$ cat src/rtl/core/swrr_pkg.sv
// Package: shared types and codes for the receive reorder block.
`timescale 1ns / 1ps
`default_nettype none
package swrr_pkg;

  localparam int DEF_REORDER_SLOTS = 8;
  localparam int DEF_HEADER_BYTES  = 20;
  localparam logic [15:0] WINDOW_RESET = 16'd1440;

  typedef enum logic [1:0] {
    KIND_DATA = 2'd0,
    KIND_EOS  = 2'd1,
    KIND_ACK  = 2'd2
  } kind_t;

  typedef enum logic [1:0] {
    OP_HOLD   = 2'd0,
    OP_INSERT = 2'd1,
    OP_SHIFT  = 2'd2
  } cell_op_t;

  typedef struct packed {
    logic [31:0] seq;
    logic [15:0] len;
    logic        fin;
  } entry_t;

  // Control from the sequencer to the row of cells
  typedef struct packed {
    cell_op_t op;
    entry_t   new_entry;
  } chain_ctrl_t;

  // Status from the row of cells back to the sequencer
  typedef struct packed {
    entry_t head;
    logic   dup;
  } chain_stat_t;

  typedef struct packed {
    logic        action;
    logic [31:0] seq_number;
    logic [31:0] ack_number;
    logic [15:0] segment_length;
    logic [15:0] received_length;
    logic        ack_flag;
    logic        fin_flag;
    logic        checksum_ok;
    logic [15:0] buffer_space;
  } in_word_t;

  typedef struct packed {
    logic [1:0]  kind;
    logic [31:0] deliver_seq;
    logic [15:0] deliver_length;
    logic [31:0] ack_value;
    logic [15:0] advertised_window;
    logic        last;
  } out_word_t;

endpackage
`default_nettype wire

$ cat src/rtl/core/swrr_cell.sv
// One reorder table slot: holds an entry, inserts or shifts with its neighbors.
`timescale 1ns / 1ps
`default_nettype none
module swrr_cell (
  input  wire                        clk,
  input  wire swrr_pkg::chain_ctrl_t ctrl,
  input  wire                        valid_i,
  input  wire swrr_pkg::entry_t      left_entry,
  input  wire swrr_pkg::entry_t      right_entry,
  input  wire                        left_lt,
  output swrr_pkg::entry_t           entry_o,
  output logic                       lt_o,
  output logic                       eq_o
);
  import swrr_pkg::*;

  entry_t entry_r;
  entry_t entry_nxt;

  // Compare stored seq against the incoming one
  assign lt_o    = valid_i && (entry_r.seq < ctrl.new_entry.seq);
  assign eq_o    = valid_i && (entry_r.seq == ctrl.new_entry.seq);
  assign entry_o = entry_r;

  // Pick next content: hold, open a gap, or move toward the head
  always_comb begin
    entry_nxt = entry_r;
    unique case (ctrl.op)
      OP_INSERT: begin
        if (!left_lt) begin
          entry_nxt = left_entry;
        end else if (!lt_o) begin
          entry_nxt = ctrl.new_entry;
        end
      end
      OP_SHIFT: entry_nxt = right_entry;
      default:  entry_nxt = entry_r;
    endcase
  end

  always_ff @(posedge clk) begin
    entry_r <= entry_nxt;
  end

endmodule
`default_nettype wire

$ cat src/rtl/core/swrr_chain.sv
// Row of reorder cells kept sorted by sequence number.
`timescale 1ns / 1ps
`default_nettype none
module swrr_chain #(
  parameter int SLOTS = swrr_pkg::DEF_REORDER_SLOTS,
  parameter int CW    = $clog2(SLOTS + 1)
) (
  input  wire                        clk,
  input  wire swrr_pkg::chain_ctrl_t ctrl,
  input  wire [CW-1:0]               count,
  output swrr_pkg::chain_stat_t      stat
);
  import swrr_pkg::*;

  entry_t           ent [SLOTS];
  logic [SLOTS-1:0] lt;
  logic [SLOTS-1:0] eq;

  genvar g;
  generate
    for (g = 0; g < SLOTS; g++) begin : g_cell
      entry_t left_e;
      entry_t right_e;
      logic   left_l;
      if (g == 0) begin : g_first
        assign left_e = ctrl.new_entry;
        assign left_l = 1'b1;
      end else begin : g_mid
        assign left_e = ent[g-1];
        assign left_l = lt[g-1];
      end
      if (g == SLOTS - 1) begin : g_last
        assign right_e = ent[g];
      end else begin : g_inner
        assign right_e = ent[g+1];
      end
      swrr_cell u_cell (
        .clk         (clk),
        .ctrl        (ctrl),
        .valid_i     (CW'(g) < count),
        .left_entry  (left_e),
        .right_entry (right_e),
        .left_lt     (left_l),
        .entry_o     (ent[g]),
        .lt_o        (lt[g]),
        .eq_o        (eq[g])
      );
    end
  endgenerate

  // Report head entry and duplicate match
  assign stat.head = ent[0];
  assign stat.dup  = |eq;

endmodule
`default_nettype wire

$ cat src/rtl/core/sliding_window_receive_reorder.sv
// Top level: receive window check, reorder table sequencing and delivery.
//
//  channel | ports                          | carries
//  --------+--------------------------------+-------------------------------
//  input   | in_valid / in_ready / in_word  | segment header or timer tick
//  output  | out_valid / out_ready/out_word | data, end of stream, ack words
//  config  | cfg_valid / cfg_ready/cfg_data | receive window
//
// One input word at a time, set by the single sequencer over the cell row: it
// accepts the word, checks it (a timer tick skips the check), inserts it if it
// carries data or FIN, is new and fits, then removes head entries in order (data
// word, then FIN word or plain removal) until the head is not deliverable and
// acks if it delivered any; a failed word is dropped, one outside the window only acked.
// Reset is synchronous; the table needs no clearing. A stalled output word
// stops the sequencer until it is taken; config is always ready.
`timescale 1ns / 1ps
`default_nettype none
module sliding_window_receive_reorder #(
  parameter int REORDER_SLOTS = swrr_pkg::DEF_REORDER_SLOTS,
  parameter int HEADER_BYTES  = swrr_pkg::DEF_HEADER_BYTES
) (
  input  wire                     clk,
  input  wire                     rst_n,
  input  wire                     in_valid,
  output logic                    in_ready,
  input  wire swrr_pkg::in_word_t in_word,
  output logic                    out_valid,
  input  wire                     out_ready,
  output swrr_pkg::out_word_t     out_word,
  input  wire                     cfg_valid,
  output logic                    cfg_ready,
  input  wire [15:0]              cfg_data
);
  import swrr_pkg::*;

  localparam int CW = $clog2(REORDER_SLOTS + 1);

  typedef enum logic [5:0] {
    S_IDLE   = 6'b000001,
    S_EVAL   = 6'b000010,
    S_INSERT = 6'b000100,
    S_DELIV  = 6'b001000,
    S_FIN    = 6'b010000,
    S_ACK    = 6'b100000
  } state_t;

  state_t      state_r, state_nxt;
  in_word_t    item_r, item_nxt;
  logic [CW-1:0] count_r, count_nxt;
  logic [31:0] la_r, la_nxt;
  logic        fin_seen_r, fin_seen_nxt;
  logic [15:0] space_r, space_nxt;
  logic        delivered_r, delivered_nxt;
  logic [15:0] win_r, win_nxt;
  logic        out_valid_r, out_valid_nxt;
  out_word_t   out_word_r, out_word_nxt;

  chain_ctrl_t ctrl;
  chain_stat_t stat;

  logic        drop;
  logic [15:0] dlen;
  logic [31:0] lastb, lo, hi;
  logic        head_ok;
  logic        can_emit;

  swrr_chain #(.SLOTS(REORDER_SLOTS), .CW(CW)) u_chain (
    .clk   (clk),
    .ctrl  (ctrl),
    .count (count_r),
    .stat  (stat)
  );

  assign in_ready  = (state_r == S_IDLE);
  assign cfg_ready = 1'b1;
  assign out_valid = out_valid_r;
  assign out_word  = out_word_r;

  // Segment checks
  assign dlen  = item_r.segment_length - 16'(HEADER_BYTES);
  assign drop  = (item_r.received_length < item_r.segment_length) || !item_r.checksum_ok ||
                 (item_r.segment_length < 16'(HEADER_BYTES));
  assign lastb = item_r.seq_number + {16'd0, dlen} - 32'd1;
  assign lo    = la_r + 32'd1;
  assign hi    = la_r + {16'd0, win_r};

  assign head_ok  = (count_r != '0) && (stat.head.seq == lo) && (stat.head.len <= space_r);
  assign can_emit = !out_valid_r || out_ready;

  // Sequencer
  always_comb begin
    state_nxt      = state_r;
    item_nxt       = item_r;
    count_nxt      = count_r;
    la_nxt         = la_r;
    fin_seen_nxt   = fin_seen_r;
    space_nxt      = space_r;
    delivered_nxt  = delivered_r;
    win_nxt        = win_r;
    out_valid_nxt  = out_valid_r && !out_ready;
    out_word_nxt   = out_word_r;
    ctrl.op        = OP_HOLD;
    ctrl.new_entry = '{seq: item_r.seq_number, len: dlen, fin: item_r.fin_flag};

    if (cfg_valid) begin
      win_nxt = cfg_data;
    end

    unique case (state_r)
      S_IDLE: begin
        if (in_valid) begin
          item_nxt      = in_word;
          space_nxt     = in_word.buffer_space;
          delivered_nxt = 1'b0;
          state_nxt     = in_word.action ? S_DELIV : S_EVAL;
        end
      end
      S_EVAL: begin
        if (drop) begin
          state_nxt = S_IDLE;
        end else if ((dlen != 16'd0) && ((lastb < lo) || (lastb > hi))) begin
          state_nxt = S_ACK;
        end else if (((dlen != 16'd0) || item_r.fin_flag) && !stat.dup &&
                     (count_r < CW'(REORDER_SLOTS))) begin
          state_nxt = S_INSERT;
        end else begin
          state_nxt = S_DELIV;
        end
      end
      S_INSERT: begin
        ctrl.op   = OP_INSERT;
        count_nxt = count_r + CW'(1);
        state_nxt = S_DELIV;
      end
      S_DELIV: begin
        if (!head_ok) begin
          state_nxt = delivered_r ? S_ACK : S_IDLE;
        end else if (stat.head.len == 16'd0) begin
          state_nxt = S_FIN;
        end else if (can_emit) begin
          out_valid_nxt = 1'b1;
          out_word_nxt  = '{kind: KIND_DATA, deliver_seq: stat.head.seq,
                            deliver_length: stat.head.len, ack_value: 32'd0,
                            advertised_window: 16'd0, last: 1'b0};
          la_nxt        = la_r + {16'd0, stat.head.len};
          space_nxt     = space_r - stat.head.len;
          delivered_nxt = 1'b1;
          state_nxt     = S_FIN;
        end
      end
      S_FIN: begin
        if (stat.head.fin && !fin_seen_r) begin
          if (can_emit) begin
            out_valid_nxt = 1'b1;
            out_word_nxt  = '{kind: KIND_EOS, deliver_seq: lo, deliver_length: 16'd0,
                              ack_value: 32'd0, advertised_window: 16'd0, last: 1'b0};
            la_nxt        = lo;
            fin_seen_nxt  = 1'b1;
            delivered_nxt = 1'b1;
            ctrl.op       = OP_SHIFT;
            count_nxt     = count_r - CW'(1);
            state_nxt     = S_DELIV;
          end
        end else begin
          ctrl.op   = OP_SHIFT;
          count_nxt = count_r - CW'(1);
          state_nxt = S_DELIV;
        end
      end
      S_ACK: begin
        if (can_emit) begin
          out_valid_nxt = 1'b1;
          out_word_nxt  = '{kind: KIND_ACK, deliver_seq: 32'd0, deliver_length: 16'd0,
                            ack_value: lo, advertised_window: win_r, last: 1'b1};
          state_nxt     = S_IDLE;
        end
      end
      default: state_nxt = S_IDLE;
    endcase
  end

  // Control registers
  always_ff @(posedge clk) begin
    if (!rst_n) begin
      state_r     <= S_IDLE;
      count_r     <= '0;
      la_r        <= '0;
      fin_seen_r  <= 1'b0;
      delivered_r <= 1'b0;
      win_r       <= WINDOW_RESET;
      out_valid_r <= 1'b0;
    end else begin
      state_r     <= state_nxt;
      count_r     <= count_nxt;
      la_r        <= la_nxt;
      fin_seen_r  <= fin_seen_nxt;
      delivered_r <= delivered_nxt;
      win_r       <= win_nxt;
      out_valid_r <= out_valid_nxt;
    end
  end

  // Payload registers
  always_ff @(posedge clk) begin
    item_r     <= item_nxt;
    space_r    <= space_nxt;
    out_word_r <= out_word_nxt;
  end

endmodule
`default_nettype wire
$ cat config.mk
export PLATFORM = sky130hd
export DESIGN_NAME = sliding_window_receive_reorder
export DESIGN_NICKNAME = d
export VERILOG_FILES = /design/src/rtl/core/swrr_pkg.sv /design/src/rtl/core/swrr_cell.sv /design/src/rtl/core/swrr_chain.sv /design/src/rtl/core/sliding_window_receive_reorder.sv
export SDC_FILE = /design/constraint.sdc
export NUM_CORES = 2
export LEC_CHECK = 0
export ABC_AREA = 1
export BUFFER_PORTS_ARGS = -buffer_cell sky130_fd_sc_hd__buf_2
export CAP_MARGIN = 5
export CORE_AREA = 2 2 279 281
export CTS_CLUSTER_SIZE = 10
export DETAILED_ROUTE_END_ITERATION = 8
export DIE_AREA = 0 0 281 283
export MAX_ROUTING_LAYER = met4
export PLACE_DENSITY = 0.8
export SLEW_MARGIN = 20
export SYNTH_ARGS = -nofsm -noshare
export SYNTH_HDL_FRONTEND = slang
export SYNTH_HIERARCHICAL = 1
export SYNTH_SLANG_ARGS = --single-unit
$ cat constraint.sdc
create_clock -name clk -period 10.9 [get_ports clk]
set_input_delay 2.18 -clock clk [delete_from_list [all_inputs] [get_ports clk]]
set_output_delay 2.18 -clock clk [all_outputs]
set_load 0.01 [all_outputs]
Word-level counts from Yosys, hierarchy flattened

Index checks and enable logic that the tools add are counted.
Widths: inputs -> output; s select.

Divide/modulo/power cells: 0
Bitwise gates (word level): 0
Shift operators: 0
$add $sub $neg: 9
Mux-type cells: 70
Order comparisons: 22
Equal/unequal tests: 34
Multipliers: 0
Reductions and logical operators: 59

Operator list:

| cell                  | count |
|---|---|
| $mux 49               | 15 |
| $pmux 49 s2           | 7 |
| $mux 99               | 6 |
| $pmux 99 s3           | 1 |
| $eq 32x32->1          | 9 |
| $lt 32x32->1          | 9 |
| $mux 32               | 5 |
| $add 32x16->32        | 3 |
| $mux 16               | 4 |
| $pmux 32 s2           | 1 |
| $mux 6                | 10 |
| $pmux 6 s6            | 1 |
| $add 32x1->32 const B | 1 |
| $gt 32x32->1          | 1 |
| $pmux 16 s2           | 1 |
| $sub 32x1->32 const B | 1 |
| $logic_and 1x1->1     | 23 |
| $ne 3x3->1 const B    | 7 |
| $reduce_and 2->1      | 10 |
| $ne 2x2->1 const B    | 9 |
| $le 16x16->1          | 1 |
| $logic_not 16->1      | 1 |
| $lt 16x16->1          | 1 |
| $lt 16x5->1 const B   | 1 |
| 35 further kinds      | 66 |

Logic and storage cells: 237
Bits in latches: 0
Memories: 0
Bits in read-only memories: 0
Output and inout bits: 102
Input port bits: 137
Bits in registers: 634
Bits in writable memories: 0

Depth between registers and ports, before layout

Depth in word-level cells: 10
Mapped depth: 37
Depth with buffers taken out: 37

Cells and area by module

Netlist, hierarchy kept.

By module, submodules not included:

| module                                   | area each (um^2) | instances | cells each | seq. area each (um^2) |
|---|---|---|---|---|
| swrr_cell (u_chain.g_cell[0].u_cell ...) | 3474.6           | 7         | 420        | 1471.4 |
| sliding_window_receive_reorder           | 17484.3          | 1         | 2268       | 6626.4 |
| swrr_cell (u_chain.g_cell[7].u_cell)     | 3503.4           | 1         | 424        | 1471.4 |
| swrr_chain                               | 115.1            | 1         | 29         | 0.0 |

Worst setup path after synthesis

No wires, ideal clock.

Kind: input port to flip-flop
Start point: in out_ready
End point: reg out_word_r (netlist bit out_word[10]), enable pin
Library setup time: 0.674 ns
Buffers on the path: 0
Data arrival time: 9.216 ns
Stages on the path: 6
Data required time: 10.226 ns
Slack: 1.009 ns
Path through: nor2_1 -> inv_1 -> a21oi_1 -> inv_1 -> nand2_1 -> nor3_1

Cells in the longest elaborated chain, start to end: 3
Elaborated cells between the ends (all ways): 5
Classes of those cells: eq/ne (3); reduce/logical (2)

RTL lines:

| item                                  | RTL line                              | text |
|---|---|---|
| start: declaration                    | sliding_window_receive_reorder.sv:28  | `input wire out_ready,` |
| $logic_or 1x1->1 (*)                  | sliding_window_receive_reorder.sv:88  | `assign can_emit = !out_valid_r \|\| out_ready;` |
| $ne 2x2->1 (no source line)           | n/a                                   |  |
| $reduce_and 7->1 (no source line) (*) | n/a                                   |  |
| end signal: assignment                | sliding_window_receive_reorder.sv:207 | `out_word_r <= out_word_nxt;` |
| end: declaration                      | sliding_window_receive_reorder.sv:56  | `out_word_t out_word_r, out_word_nxt;` |

Every way passes the cells marked *; elsewhere a longest branch is shown, timed or not.
A chain may end at the register's enable or synchronous reset.

==> results.json <==
{
  "status": "finished, final reports clean",
  "rr_worst_depth": 33,
  "antenna_found_initial": 2,
  "syn2layout_area_growth_pct": 7.43,
  "finalClockSkew_ps": 22.7,
  "layout.nets": 6303,
  "drt_first_iter_violations": 4251,
  "root_buffer": "clkbuf_16",
  "vias": 40000,
  "rrSetupSlack_ps": 3760,
  "clk_latency_ps": 630,
  "startpoint": "item_r[37]",
  "grt_usage": 0.332,
  "worst_ep_required_time_ps": 11380,
  "cts_setup_buffers": 0,
  "start_kind": "flop",
  "vdd_drop_max_mv": 0.191,
  "finalWorstSetupSlack_ps": 3760,
  "timing.rr.start": "item_r[37]",
  "overflow": 0,
  "routed_wl_mm": 131,
  "fp.dieH_um": 283,
  "drv_slew": 0,
  "viasPerCell": 5.88,
  "hp-start": "fin_seen_r",
  "synth_cells": 5660,
  "cts.sinks": 633,
  "final-seq-area_mm2": 0.0184,
  "hp-class": "reg -> reg",
  "dieArea_mm2": 0.0795,
  "grt_start_max_net_pins": 159,
  "rsz0062_at_grt": "false",
  "p_sw_frac": 0.453,
  "multi_input_area_mm2": 0.0232,
  "clockPowerShare": 0.183,
  "cellPowerDensity_mw_per_mm2": 259,
  "hold_end": "fin_seen_r",
  "period_minus_slack_ps": 7140,
  "hold_path_depth": 2,
  "clkTransAtPathRegs_ps": 60,
  "comb_power_share": 0.525,
  "place.gp.congestion": 0.996,
  "synth_warnings": 6,
  "path_max_fanout": 11,
  "cts_made_buffers": 76,
  "synth.cell_area_mm2": 0.0454,
  "port_buffers": 204,
  "dp_hpwl_mm": 98.8,
  "crit_arrival_ps": 7630,
  "tns_ps": 0,
  "die_x_um": 281,
  "final_common_cell": "nand2_1",
  "tritoncts": "done",
  "fin_crit_sh": 0.655,
  "wl_per_cell_um": 19.3,
  "start_util": 0.592,
  "switchingPower_uw": 5740,
  "final_cell_mix": "1576 x nand2_1, 637 x inv_1, 572 x edfxtp_1",
  "grt_pass1_wl_mm": 203,
  "critPathMaxStageDelay_ps": 840,
  "ant_nets": 0,
  "ctsHoldBuffers": 0,
  "drc_errors": 0,
  "drive_above_1_share": 0.0798,
  "firstDrtPassIters": 6,
  "hold_viol": 0,
  "grt_pass1_vias": 37300,
  "fp-row-count": 102,
  "power_uw": 12700,
  "clock_tree.buffer_depth": 3,
  "core_area_mm2": 0.0767,
  "syn_avg_cell_area_um2": 8.02,
  "postCtsResizedCells": 0,
  "crit_top_cell": "nand2_1",
  "p_int_uw": 6920,
  "tightest_slew_ps": 1040,
  "syn_nets": 6235,
  "fmax_mhz": 140,
  "cap_violations": 0,
  "relSlewSlack": 0.306,
  "ctsHtreeMaxLevel": 3,
  "nFillCells": 6386,
  "r2r_end": "state_r[3]",
  "leakagePower_uw": 0.0213,
  "slowest_stage": "xor2_1",
  "p_seq_frac": 0.292,
  "io_pins": 239,
  "report.final.setup_viol": 0,
  "endpoint_kind": "flop",
  "crit_type": "reg -> reg",
  "dp_slack_ps": 3970
}
[critical path, delay by kind of cell, from the launching register on]
| family | cells | cell delay [ps] |
|---|---|---|
| and+or+nand+nor | 18 | 2190 |
| DFF | 1 | 470 |
| xor gates and xnor gates | 2 | 940 |
| buffers and inverters | 4 | 820 |
| adders and majority gates | 4 | 1350 |
| AOI/OAI and AO/OA | 5 | 1230 |
[state kept, by name, indices dropped and copies added, names as in the netlist]
signal and flops:
u_chain/g_cell.u_cell/entry_o 392, count_r 4, out_valid 1, la_r 32
fin_seen_r 1, ctrl 33, state_r 6, item_r 33
out_word 98, space_r 16, delivered_r 1, win_r 16
[power by group through the flow]
stage / sequential, uW / clock [uW] / combinational [uW]
after CTS: 3680 / 2330 / 6530
final: 3700 / 2310 / 6650
after global routing: 3730 / 2430 / 7520
after floorplan: 3530 / 0 / 4920
after global placement: 3710 / 0 / 6190
after detailed placement: 3720 / 0 / 6460
[per-stage QoR]
| step | utilization | cells | area [um2] | hold WS [ps] |
|---|---|---|---|---|
| 2_1_floorplan | - | 5660 | 45400 | 435 |
| 3_3_place_gp | 0.608 | 6690 | 46600 | 445 |
| 3_5_place_dp | 0.608 | 6690 | 46600 | 451 |
| 4_1_cts | 0.636 | 6806 | 48800 | 460 |
| 5_1_grt | 0.636 | 6808 | 48800 | 471 |
| 6_report | 0.636 | 6808 | 48800 | 459 |
[routing by layer]
| metal | part of all wire | vias to the layer above | GRT usage |
|---|---|---|---|
| met5 | 0 | - | - |
| met4 | 0.050 | 0 | 0.149 |
| met3 | 0.079 | 328 | 0.0451 |
| met2 | 0.46 | 1814 | 0.530 |
| met1 | 0.41 | 18600 | 0.421 |
| li1 | - | 19300 | - |
[area by class of cell]
class                           instances  area share
Tap cell                             1040      0.0267
Antenna cell                            2    0.000103
Sequential cell                       633       0.377
Timing Repair Buffer                  236      0.0261
Clock buffer                          106      0.0419
Inverter                              661      0.0508
Clock inverter                         10     0.00259
Multi-Input combinational cell       4120       0.475
[worst max-delay path by stage]
| stage | endpoint | cells past startpoint |
|---|---|---|
| after global routing | state_r[3] | 33 |
| after detailed placement | state_r[3] | 33 |
| after global placement | state_r[3] | 33 |
| after CTS | state_r[3] | 33 |
| after floorplan | out_word[10] | 6 |
| final | state_r[3] | 33 |
(Power assumes the default switching activity.)
